$ cat src/rtl/core/wlv_pkg.sv
// Shared types, codes and reset constants for the wake line validator.
// No dependencies; every other file of the block imports this package.
package wlv_pkg;

  localparam int unsigned SampleW = 8;
  localparam int unsigned LevelW  = 10;
  localparam int unsigned TimerW  = 8;
  localparam int unsigned CountW  = 16;
  localparam int unsigned CfgW    = 8;
  localparam int unsigned CfgIdxW = 2;

  localparam int unsigned SamplesAveragedDef = 3;

  localparam logic [CfgW-1:0] ValidationTicksRst = 8'd15;
  localparam logic [CfgW-1:0] BatteryLowRst      = 8'd60;
  localparam logic [CfgW-1:0] BatteryHighRst     = 8'd160;
  localparam logic [CfgW-1:0] CircuitMinRiseRst  = 8'd20;

  localparam logic [CountW-1:0] CountMax = 16'hFFFF;

  typedef enum logic [1:0] {
    OP_TICK        = 2'd0,
    OP_DETECT_ONE  = 2'd1,
    OP_DETECT_TWO  = 2'd2,
    OP_SLEEP_RESET = 2'd3
  } op_e;

  typedef enum logic [1:0] {
    PH_IDLE  = 2'd0,
    PH_START = 2'd1,
    PH_OFF   = 2'd2,
    PH_ON    = 2'd3
  } phase_e;

  typedef enum logic [CfgIdxW-1:0] {
    CFG_VALIDATION_TICKS = 2'd0,
    CFG_BATTERY_LOW      = 2'd1,
    CFG_BATTERY_HIGH     = 2'd2,
    CFG_CIRCUIT_MIN_RISE = 2'd3
  } cfg_idx_e;

  typedef enum logic [1:0] {
    SRC_NONE     = 2'd0,
    SRC_LINE_ONE = 2'd1,
    SRC_LINE_TWO = 2'd2
  } source_e;

  typedef struct packed {
    op_e                operation;
    logic [SampleW-1:0] adc_sample;
    logic               line_one_level;
    logic               line_two_level;
    logic               in_standby;
    logic               host_condition;
  } in_item_t;

  typedef struct packed {
    logic               filter_enable;
    logic               sample_taken;
    logic               line_one_confirmed;
    logic               line_two_confirmed;
    logic               standby_request;
    logic               circuit_fault;
    logic [1:0]         first_source;
    logic [CountW-1:0]  line_one_good_count;
    logic [CountW-1:0]  line_two_good_count;
  } out_item_t;

  // Status of the battery measurement, next values where the result needs them.
  typedef struct packed {
    phase_e            phase;
    logic              filter_pin;
    logic              filter_d;
    logic              taken;
    logic              fault_d;
    logic [LevelW-1:0] on_level_d;
  } meas_stat_t;

  typedef struct packed {
    logic confirmed;
    logic failed;
  } judge_t;

endpackage

$ cat src/rtl/core/wlv_measure.sv
// Battery measurement sequencer: filter-off and filter-on averaging and the
// circuit fault diagnosis. Depends on wlv_pkg.
module wlv_measure import wlv_pkg::*; #(
  parameter int unsigned SAMPLES_AVERAGED = SamplesAveragedDef
) (
  input  logic               clk_i,
  input  logic               rst_ni,
  input  logic               tick_i,
  input  logic               restart_i,
  input  logic [SampleW-1:0] sample_i,
  input  logic [CfgW-1:0]    min_rise_i,
  output meas_stat_t         stat_o
);

  // Division by the sample count as a multiply by a rounded-up reciprocal.
  // It is exact for every level below 2**LevelW at counts of one to three.
  localparam int unsigned DivShift = LevelW + 1;
  localparam int unsigned RecipW   = DivShift + 1;
  localparam logic [RecipW-1:0] Recip =
    RecipW'((2 ** DivShift + SAMPLES_AVERAGED - 1) / SAMPLES_AVERAGED);
  localparam logic [1:0] CountLast = 2'(SAMPLES_AVERAGED);

  phase_e            phase_q, phase_d;
  logic [1:0]        cnt_q, cnt_d;
  logic [LevelW-1:0] off_q, off_d;
  logic [LevelW-1:0] on_q, on_d;
  logic              fault_q, fault_d;
  logic              filter_q, filter_d;

  logic [LevelW-1:0]        off_sum, on_sum, div_in, quot;
  logic [LevelW+RecipW-1:0] prod;
  logic [1:0]               cnt_inc;
  logic                     done;
  logic signed [LevelW+1:0] rise;

  assign off_sum = off_q + LevelW'(sample_i);
  assign on_sum  = on_q + LevelW'(sample_i);
  assign cnt_inc = cnt_q + 2'd1;
  assign done    = (cnt_inc >= CountLast);
  assign div_in  = (phase_q == PH_ON) ? on_sum : off_sum;
  assign prod    = (LevelW + RecipW)'(div_in) * (LevelW + RecipW)'(Recip);
  assign quot    = prod[DivShift +: LevelW];
  assign rise    = $signed({2'b00, quot}) - $signed({2'b00, off_q});

  // Next phase.
  always_comb begin
    phase_d = phase_q;
    if (restart_i) begin
      phase_d = PH_START;
    end else if (tick_i) begin
      unique case (phase_q)
        PH_START: phase_d = PH_OFF;
        PH_OFF:   phase_d = done ? PH_ON : PH_OFF;
        PH_ON:    phase_d = done ? PH_IDLE : PH_ON;
        default:  phase_d = phase_q;
      endcase
    end
  end

  // Datapath and outputs of the sequencer.
  always_comb begin
    cnt_d    = cnt_q;
    off_d    = off_q;
    on_d     = on_q;
    fault_d  = fault_q;
    filter_d = filter_q;
    stat_o.taken = 1'b0;
    if (restart_i) begin
      off_d = '0;
      on_d  = '0;
    end else if (tick_i) begin
      unique case (phase_q)
        PH_START: begin
          cnt_d    = '0;
          filter_d = 1'b0;
        end
        PH_OFF: begin
          stat_o.taken = 1'b1;
          cnt_d = cnt_inc;
          off_d = off_sum;
          if (done) begin
            cnt_d    = '0;
            filter_d = 1'b1;
            off_d    = quot;
          end
        end
        PH_ON: begin
          stat_o.taken = 1'b1;
          cnt_d = cnt_inc;
          on_d  = on_sum;
          if (done) begin
            cnt_d    = '0;
            filter_d = 1'b0;
            on_d     = quot;
            fault_d  = (rise < $signed({4'b0000, min_rise_i}));
          end
        end
        default: begin
        end
      endcase
    end
    stat_o.phase      = phase_q;
    stat_o.filter_pin = filter_q;
    stat_o.filter_d   = filter_d;
    stat_o.fault_d    = fault_d;
    stat_o.on_level_d = on_d;
  end

  always_ff @(posedge clk_i or negedge rst_ni) begin
    if (!rst_ni) begin
      phase_q  <= PH_IDLE;
      cnt_q    <= '0;
      off_q    <= '0;
      on_q     <= '0;
      fault_q  <= 1'b0;
      filter_q <= 1'b0;
    end else begin
      phase_q  <= phase_d;
      cnt_q    <= cnt_d;
      off_q    <= off_d;
      on_q     <= on_d;
      fault_q  <= fault_d;
      filter_q <= filter_d;
    end
  end

endmodule

$ cat src/rtl/core/wlv_line_judge.sv
// Validation timer and saturating good-pulse counter of one wake line.
// Depends on wlv_pkg.
module wlv_line_judge import wlv_pkg::*; (
  input  logic              clk_i,
  input  logic              rst_ni,
  input  logic              load_i,
  input  logic [TimerW-1:0] ticks_i,
  input  logic              step_i,
  input  logic              level_i,
  input  logic              cond_i,
  output judge_t            judge_o,
  output logic [CountW-1:0] count_d_o
);

  logic [TimerW-1:0] timer_q, timer_d;
  logic [CountW-1:0] count_q, count_d;
  logic              last;

  // The line is judged on the tick that takes its timer from one to zero.
  assign last = step_i && (timer_q == TimerW'(1));

  always_comb begin
    timer_d = timer_q;
    count_d = count_q;
    judge_o.confirmed = last && !level_i && cond_i;
    judge_o.failed    = last && !judge_o.confirmed;
    if (load_i) begin
      timer_d = ticks_i;
    end else if (step_i && (timer_q != '0)) begin
      timer_d = timer_q - TimerW'(1);
    end
    if (judge_o.confirmed && (count_q != CountMax)) begin
      count_d = count_q + CountW'(1);
    end
  end

  assign count_d_o = count_d;

  always_ff @(posedge clk_i or negedge rst_ni) begin
    if (!rst_ni) begin
      timer_q <= '0;
      count_q <= '0;
    end else begin
      timer_q <= timer_d;
      count_q <= count_d;
    end
  end

endmodule

$ cat src/rtl/core/wlv_out_buf.sv
// Result register with a skid stage, so input ready never depends on output
// ready combinationally. Depends on wlv_pkg.
module wlv_out_buf import wlv_pkg::*; (
  input  logic      clk_i,
  input  logic      rst_ni,
  input  logic      push_i,
  input  out_item_t data_i,
  output logic      ready_o,
  output logic      valid_o,
  input  logic      ready_i,
  output out_item_t data_o
);

  logic      out_valid_q, out_valid_d;
  logic      skid_valid_q, skid_valid_d;
  out_item_t out_q, out_d;
  out_item_t skid_q, skid_d;

  assign ready_o = !skid_valid_q;
  assign valid_o = out_valid_q;
  assign data_o  = out_q;

  always_comb begin
    out_valid_d  = out_valid_q;
    skid_valid_d = skid_valid_q;
    out_d        = out_q;
    skid_d       = skid_q;
    if (!out_valid_q || ready_i) begin
      // The result register frees up: it takes the parked beat first.
      out_valid_d  = skid_valid_q || push_i;
      out_d        = skid_valid_q ? skid_q : data_i;
      skid_valid_d = 1'b0;
    end else if (push_i) begin
      skid_valid_d = 1'b1;
      skid_d       = data_i;
    end
  end

  always_ff @(posedge clk_i or negedge rst_ni) begin
    if (!rst_ni) begin
      out_valid_q  <= 1'b0;
      skid_valid_q <= 1'b0;
    end else begin
      out_valid_q  <= out_valid_d;
      skid_valid_q <= skid_valid_d;
    end
  end

  always_ff @(posedge clk_i) begin
    out_q  <= out_d;
    skid_q <= skid_d;
  end

endmodule

$ cat src/rtl/core/wake_line_validator.sv
// Wake line validator top level: configuration registers, condition logic,
// first-source latch. Depends on wlv_pkg, wlv_measure, wlv_line_judge, wlv_out_buf.
//
// Usage: each input beat on in_item_i (valid/ready) is one event: a tick, a
// detect on line one or two, or a sleep reset of the battery measurement.
// Every accepted beat yields exactly one result beat on out_item_o
// (valid/ready), in order. The whole update of the measurement, the line
// timers, the counters and the first-source latch happens in the cycle the
// beat is accepted; the result is registered in the result or skid register.
// Throughput is one beat per cycle while the receiver does not stall.
// When the receiver stalls, one more beat is taken into a skid register and
// in_ready_o then drops until the result register drains.
// Configuration registers are written through cfg_we_i/cfg_idx_i/cfg_data_i with no
// read-back; the user must write them only while no beat is in flight (unchecked).
// Reset (rst_ni low, asynchronous) restores the register defaults, stops the
// measurement, clears both timers, both counts, the fault flag, the filter
// pin and the first-source latch, and empties the result buffer.
module wake_line_validator import wlv_pkg::*; #(
  parameter int unsigned SAMPLES_AVERAGED = SamplesAveragedDef
) (
  input  logic               clk_i,
  input  logic               rst_ni,
  input  logic               in_valid_i,
  output logic               in_ready_o,
  input  in_item_t           in_item_i,
  output logic               out_valid_o,
  input  logic               out_ready_i,
  output out_item_t          out_item_o,
  input  logic               cfg_we_i,
  input  logic [CfgIdxW-1:0] cfg_idx_i,
  input  logic [CfgW-1:0]    cfg_data_i
);

  logic [CfgW-1:0] ticks_q, low_q, high_q, min_rise_q;
  logic [1:0]      first_q, first_d;

  logic        accept, tick, restart, cond, in_window;
  meas_stat_t  meas;
  judge_t      judge_one, judge_two;
  logic [CountW-1:0] count_one_d, count_two_d;
  out_item_t   result;

  assign accept  = in_valid_i && in_ready_o;
  assign tick    = accept && (in_item_i.operation == OP_TICK);
  assign restart = accept && ((in_item_i.operation == OP_SLEEP_RESET) ||
                   (in_item_i.in_standby &&
                    ((in_item_i.operation == OP_DETECT_ONE) ||
                     (in_item_i.operation == OP_DETECT_TWO))));

  always_ff @(posedge clk_i or negedge rst_ni) begin
    if (!rst_ni) begin
      ticks_q    <= ValidationTicksRst;
      low_q      <= BatteryLowRst;
      high_q     <= BatteryHighRst;
      min_rise_q <= CircuitMinRiseRst;
    end else if (cfg_we_i) begin
      unique case (cfg_idx_e'(cfg_idx_i))
        CFG_VALIDATION_TICKS: ticks_q    <= cfg_data_i;
        CFG_BATTERY_LOW:      low_q      <= cfg_data_i;
        CFG_BATTERY_HIGH:     high_q     <= cfg_data_i;
        CFG_CIRCUIT_MIN_RISE: min_rise_q <= cfg_data_i;
        default: begin
        end
      endcase
    end
  end

  wlv_measure #(
    .SAMPLES_AVERAGED(SAMPLES_AVERAGED)
  ) u_measure (
    .clk_i,
    .rst_ni,
    .tick_i    (tick),
    .restart_i (restart),
    .sample_i  (in_item_i.adc_sample),
    .min_rise_i(min_rise_q),
    .stat_o    (meas)
  );

  // The condition sees the measurement as this tick leaves it.
  assign in_window = (meas.on_level_d > LevelW'(low_q)) &&
                     (meas.on_level_d < LevelW'(high_q));
  assign cond = in_item_i.in_standby ? (meas.fault_d || in_window)
                                     : in_item_i.host_condition;

  wlv_line_judge u_judge_one (
    .clk_i,
    .rst_ni,
    .load_i   (accept && (in_item_i.operation == OP_DETECT_ONE)),
    .ticks_i  (ticks_q),
    .step_i   (tick),
    .level_i  (in_item_i.line_one_level),
    .cond_i   (cond),
    .judge_o  (judge_one),
    .count_d_o(count_one_d)
  );

  wlv_line_judge u_judge_two (
    .clk_i,
    .rst_ni,
    .load_i   (accept && (in_item_i.operation == OP_DETECT_TWO)),
    .ticks_i  (ticks_q),
    .step_i   (tick),
    .level_i  (in_item_i.line_two_level),
    .cond_i   (cond),
    .judge_o  (judge_two),
    .count_d_o(count_two_d)
  );

  // Line one has priority for the first-source latch.
  always_comb begin
    first_d = first_q;
    if (first_q == SRC_NONE) begin
      if (judge_one.confirmed) begin
        first_d = SRC_LINE_ONE;
      end else if (judge_two.confirmed) begin
        first_d = SRC_LINE_TWO;
      end
    end
  end

  always_ff @(posedge clk_i or negedge rst_ni) begin
    if (!rst_ni) begin
      first_q <= SRC_NONE;
    end else begin
      first_q <= first_d;
    end
  end

  always_comb begin
    result.filter_enable       = meas.filter_d;
    result.sample_taken        = meas.taken;
    result.line_one_confirmed  = judge_one.confirmed;
    result.line_two_confirmed  = judge_two.confirmed;
    result.standby_request     = judge_one.failed || judge_two.failed;
    result.circuit_fault       = meas.fault_d;
    result.first_source        = first_d;
    result.line_one_good_count = count_one_d;
    result.line_two_good_count = count_two_d;
  end

  wlv_out_buf u_out_buf (
    .clk_i,
    .rst_ni,
    .push_i (accept),
    .data_i (result),
    .ready_o(in_ready_o),
    .valid_o(out_valid_o),
    .ready_i(out_ready_i),
    .data_o (out_item_o)
  );

  a_first_sticky: assert property (@(posedge clk_i) disable iff (!rst_ni)
    (first_q != SRC_NONE) |=> $stable(first_q))
    else $error("first-source latch changed after being set");

  a_filter_off_phase: assert property (@(posedge clk_i) disable iff (!rst_ni)
    (meas.phase == PH_OFF) |-> !meas.filter_pin)
    else $error("filter enabled during filter-off averaging");

  a_stall_buffered: assert property (@(posedge clk_i) disable iff (!rst_ni)
    !in_ready_o |-> out_valid_o)
    else $error("input blocked with no result pending");

  a_one_verdict: assert property (@(posedge clk_i) disable iff (!rst_ni)
    !tick |-> !(judge_one.confirmed || judge_one.failed ||
                judge_two.confirmed || judge_two.failed || meas.taken))
    else $error("verdict or sample on a non-tick beat");

endmodule

$ cat config.mk
export PLATFORM = sky130hd
export DESIGN_NAME = wake_line_validator
export DESIGN_NICKNAME = d
export VERILOG_FILES = /design/src/rtl/core/wlv_pkg.sv /design/src/rtl/core/wlv_measure.sv /design/src/rtl/core/wlv_line_judge.sv /design/src/rtl/core/wlv_out_buf.sv /design/src/rtl/core/wake_line_validator.sv
export SDC_FILE = /design/constraint.sdc
export NUM_CORES = 1
export LEC_CHECK = 0
export ABC_AREA = 1
export BUFFER_PORTS_ARGS = -buffer_cell sky130_fd_sc_hd__buf_4
export CAP_MARGIN = 40
export CORE_ASPECT_RATIO = 1.75
export CORE_MARGIN = 1
export CORE_UTILIZATION = 55
export CTS_CLUSTER_DIAMETER = 40
export DETAILED_ROUTE_END_ITERATION = 8
export HOLD_SLACK_MARGIN = 0.02
export PLACE_DENSITY = 0.73
export SYNTH_ARGS = -nofsm -noshare
export SYNTH_HDL_FRONTEND = slang
export SYNTH_SLANG_ARGS = --single-unit
$ cat constraint.sdc
create_clock -name clk_i -period 22.1 [get_ports clk_i]
set_input_delay 3.315 -clock clk_i [delete_from_list [all_inputs] [get_ports clk_i]]
set_output_delay 3.315 -clock clk_i [all_outputs]
set_load 0.05 [all_outputs]
# == Word level (Yosys, flattened, before mapping) ==
# Index checks and enable logic that the tools add are counted.
# classes
n_lt_le_gt_ge,4
addsub,8
n_eq_ne,13
reduce_logical,52
multipliers,1
bitwise_logic,2
n_mux,41
# op_table
op,count
$mux 10,9
$mux 40,1
$add 16x1->16 const B,2
$mux 16,2
$mux 8,4
$ne 16x16->1 const B,2
$add 10x8->10,2
$mul 10x10->20 const B,1
$logic_and 1x1->1,19
$eq 8x1->1 const B,2
$reduce_bool 8->1,2
$sub 8x1->8 const B,2
$mux 1,15
$mux 2,7
$reduce_and 2->1,7
$eq 2x2->1 const B,6
$lt 12x9->1,1
$reduce_bool 2->1,6
$sub 9x10->11,1
$gt 10x8->1,1
$lt 10x8->1,1
$eq 2x1->1 const B,3
$logic_not 1->1,6
$logic_not 2->1,3
other kinds (10),16
# totals
register_bits,190
wordCells,156
out_inout_bits,42
inputBits,29

# == Logic depth before layout (Yosys ltp) ==
# depth
depth_word,16
depth_mapped,53
mapped_depth_nobuf,52

# == By module ==
# A second synthesis with hierarchy kept.
# unflattened
cells_unflattened,1545
area_unflattened_um2,12942.4
# modules_own_cells
mod,area_each_um2,seq_area_each_um2,cells_per_inst,n_inst
wlv_measure,4680.7,650.6,620,1
wlv_line_judge,1627.8,600.6,243,2
wlv_out_buf,3095.5,2452.4,219,1
wake_line_validator,1910.6,865.8,220,1

# == Least setup slack after synthesis ==
# No wires, ideal clock.
# synth_timing
kind,input-to-reg
start,input port in_item_i[4] (netlist name)
end,register u_out_buf.out_q (netlist bit u_out_buf.data_o[28]) (data pin)
n_path_buf,1
path_stages,46
setup_ns,0.253
path_slack_ns,10.778
t_required_ns,21.847
arrival_time_ns,11.068
cell_sequence,ha_1 fa_1 a21oi_1 o21bai_1 a21o_1 a21oi_1 xor2_1 inv_1 o21ai_0 inv_1 nor2_1 nor2_1 ha_1 fa_1 fa_1 inv_1 fa_1 inv_1 [10 not listed] fa_1 o21ai_1 a21oi_1 o21ai_0 xor2_1 inv_1 ha_1 nand3_1 nand3_1 a21oi_1 nor2_1 nand2_2 nand4_2 buf_6 nand2_2 nand2_2 nand2_1 nand2_1
# synth_rtl
item,line_no,source
"start, declared",wake_line_validator.sv:25,"input in_item_t in_item_i,"
"end signal, assigned",wlv_out_buf.sv:50,out_q <= out_d;
"end, declared",wlv_out_buf.sv:16,"out_item_t out_q, out_d;"

==> flow_summary.ini <==
[outcome]
status = completed

[synth]
ys_async_sr_fraction = 0.5789
yosysWarnings = 0
postSynthAreaPerCell_um2 = 8.670
synth_edf_count = 80
ys_ff_latch = 190
ys.flop_type = dfrtp_1
syn_inst = 1426
synth.distinct_cells = 52
seq_area_frac_synth = 0.4182
syn_nets = 1593
synth_area_mm2 = 0.01236

[flow_run]
cap_violations = 0

[detailed_routing]
drcViolationCount = 0
drt_iter0_drc = 488
drt_first_pass_iters = 5
ant_nets = 0
wl_per_cell_um = 16.88
dr_total_vias = 9984
wirelength_um = 30520
via_per_inst = 5.522

[grt]
grt_util_all_layers = 0.2838
grt_max_degree = 57
antenna_found_initial = 0
grt.overflow.total = 0
grt_pass1_wl_um = 50090
first_global_vias = 10380

[layout]
final-seq-area_mm2 = 0.005170
layout_common_cells = nand2_1, inv_1, ha_1
antennaDiodeCount = 0
syn_to_final_growth_pct = 11.49
fillCellCount = 1936
drive_above_1_share = 0.1138
layout_commonest_cell = nand2_1
multi_input_area_mm2 = 0.006274
fin_nets = 1666

[die]
dieArea_mm2 = 0.02311
initial_core_util = 0.5601
core-area_mm2 = 0.02207
io_pins = 71
rows = 72
die_y_um = 200.3
die_w_um = 115.3

[setup_path]
slowest_delay_ns = 0.52
cp_data_required_time_ns = 22.31
endpoint_kind = flop
crit_type = input port to flop
cp-start-kind = input port
crit_path_max_fanout = 13
slowest_stage = fa_1
crit_path_frequent_cell = nand2_1
critPathArrivalTime_ns = 12.57

[clock_tree]
post-cts-setup-buffer-count = 0
clock_latency_ns = 0.46
numCtsBuffers = 17
cts.path.max_buffers = 2
cts_tree = built
cts_sinks = 190
ctsHoldBuffers = 0
htree_levels = 4
clockRootBuffer = clkbuf_16
clk_pin_slew_worst_paths_ns = 0.07
cts_resized = 0

[sta]
skew_ns = 0.01363
final_hold_viol_count = 0
clock.fmax_mhz = 80.91
timing.final.crit_share = 0.5592
tightest_slew_ns = 0.8458
setup_violations = 0
rsz0062_at_grt = false
layout_setup_ws_ns = 9.741
drv_slew = 0
fin_crit_ns = 12.36
hold_slack_ns = 0.4878
slew_headroom = 0.4341
fin_tns_setup_ns = 0

[place]
hpwl_um = 23390
post-place-ws_ns = 9.328
portBuffers = 70
place_congestion = 0.9591

[hold_path]
hold_class = flop to flop
## critical path: cells and delay by family
family,cells,cell delay [ns]
adder cells (fa/ha/maj),9,3.46
AND/OR/NAND/NOR,23,2.57
AO/OA/AOI/OAI,13,2.32
buffers and inverters,6,0.49
XOR/XNOR,2,0.39
## synthesized netlist by cell type (8+ instances only)
library cell / number / share of area
a21oi_1: 66 / 0.027
clkbuf_1: 13 / 0.0039
dfrtp_1: 98 / 0.20
dfstp_2: 12 / 0.026
edfxtp_1: 80 / 0.19
fa_1: 23 / 0.037
ha_1: 115 / 0.12
inv_1: 196 / 0.060
nand2_1: 358 / 0.11
nand2_2: 23 / 0.012
nand3_1: 54 / 0.022
nand4_1: 49 / 0.025
nor2_1: 75 / 0.023
nor3_1: 20 / 0.0081
o211ai_1: 9 / 0.0055
o21ai_0: 72 / 0.029
o21bai_1: 8 / 0.0049
o221ai_1: 10 / 0.0071
xnor2_1: 19 / 0.013
xor2_1: 42 / 0.030
## state kept, by name, indices dropped and copies added (netlist names), 2 cells and up
name / cells
u_out_buf.data_o: 40
first_q: 2
high_q: 8
low_q: 8
u_judge_one.count_q: 16
u_measure.off_q: 10
u_measure.phase_q: 2
u_out_buf.skid_q: 40
u_judge_two.timer_q: 8
u_judge_one.timer_q: 8
min_rise_q: 8
u_measure.cnt_q: 2
ticks_q: 8
u_judge_two.count_q: 16
u_measure.on_q: 10
## per-layer routing
| layer | routed length, µm | global-route usage | share of wire | vias to the layer above |
|---|---|---|---|---|
| met1 | 11430 | 0.3069 | 0.37 | 4772 |
| li1 | - | - | - | 4881 |
| met5 | 0 | 0 | 0 | - |
| met2 | 16540 | 0.5175 | 0.54 | 244 |
| met4 | 1461 | 0.1586 | 0.048 | 0 |
| met3 | 1090 | 0.03873 | 0.036 | 87 |
## logic make-up (layout without fill, tap and decap cells)
family,Yosys count,in the layout,share of synthesized area
and+or+nand+nor,610,610,0.2177
buffers and inverters,230,316,0.07499
AOI/OAI and AO/OA,197,197,0.09230
DFF,190,190,0.4182
adders and majority gates,138,138,0.1536
xor gates and xnor gates,61,61,0.04321
## path summary, 6_finish.rpt
kind	slack [ns]	end	cells past startpoint	from
min reg2reg	0.49	low_q[6]	2	low_q[6]
max in group asynchronous	18.18	min_rise_q[2]	3	rst_ni
max	9.74	u_out_buf.data_o[28]	53	in_item_i[4]
max reg2reg	12.29	u_out_buf.data_o[28]	52	u_measure.off_q[0]
min	0.49	low_q[6]	2	low_q[6]
min in group asynchronous	2.84	u_judge_two.timer_q[2]	1	rst_ni
## cell type report
cell class / instances / share of cell area
multi-input combinational: 1006 / 0.4552
sequential: 190 / 0.3751
inverter: 201 / 0.05474
timing repair buffer: 83 / 0.04811
clock buffer: 17 / 0.03086
tap: 296 / 0.02687
clock inverter: 15 / 0.009168
## through the flow
step	cell area, µm²	instances	utilization
6_report	13780	1808	0.6245
5_1_grt	13780	1808	0.6245
4_1_cts	13780	1808	0.6245
3_5_place_dp	13230	1776	0.5995
3_3_place_gp	13140	1769	0.5953
2_1_floorplan	12360	1426	-
Power is left out: the tool's default activity adds up to more than one toggle a clock period on the data nets, which glitch-free logic cannot reach.
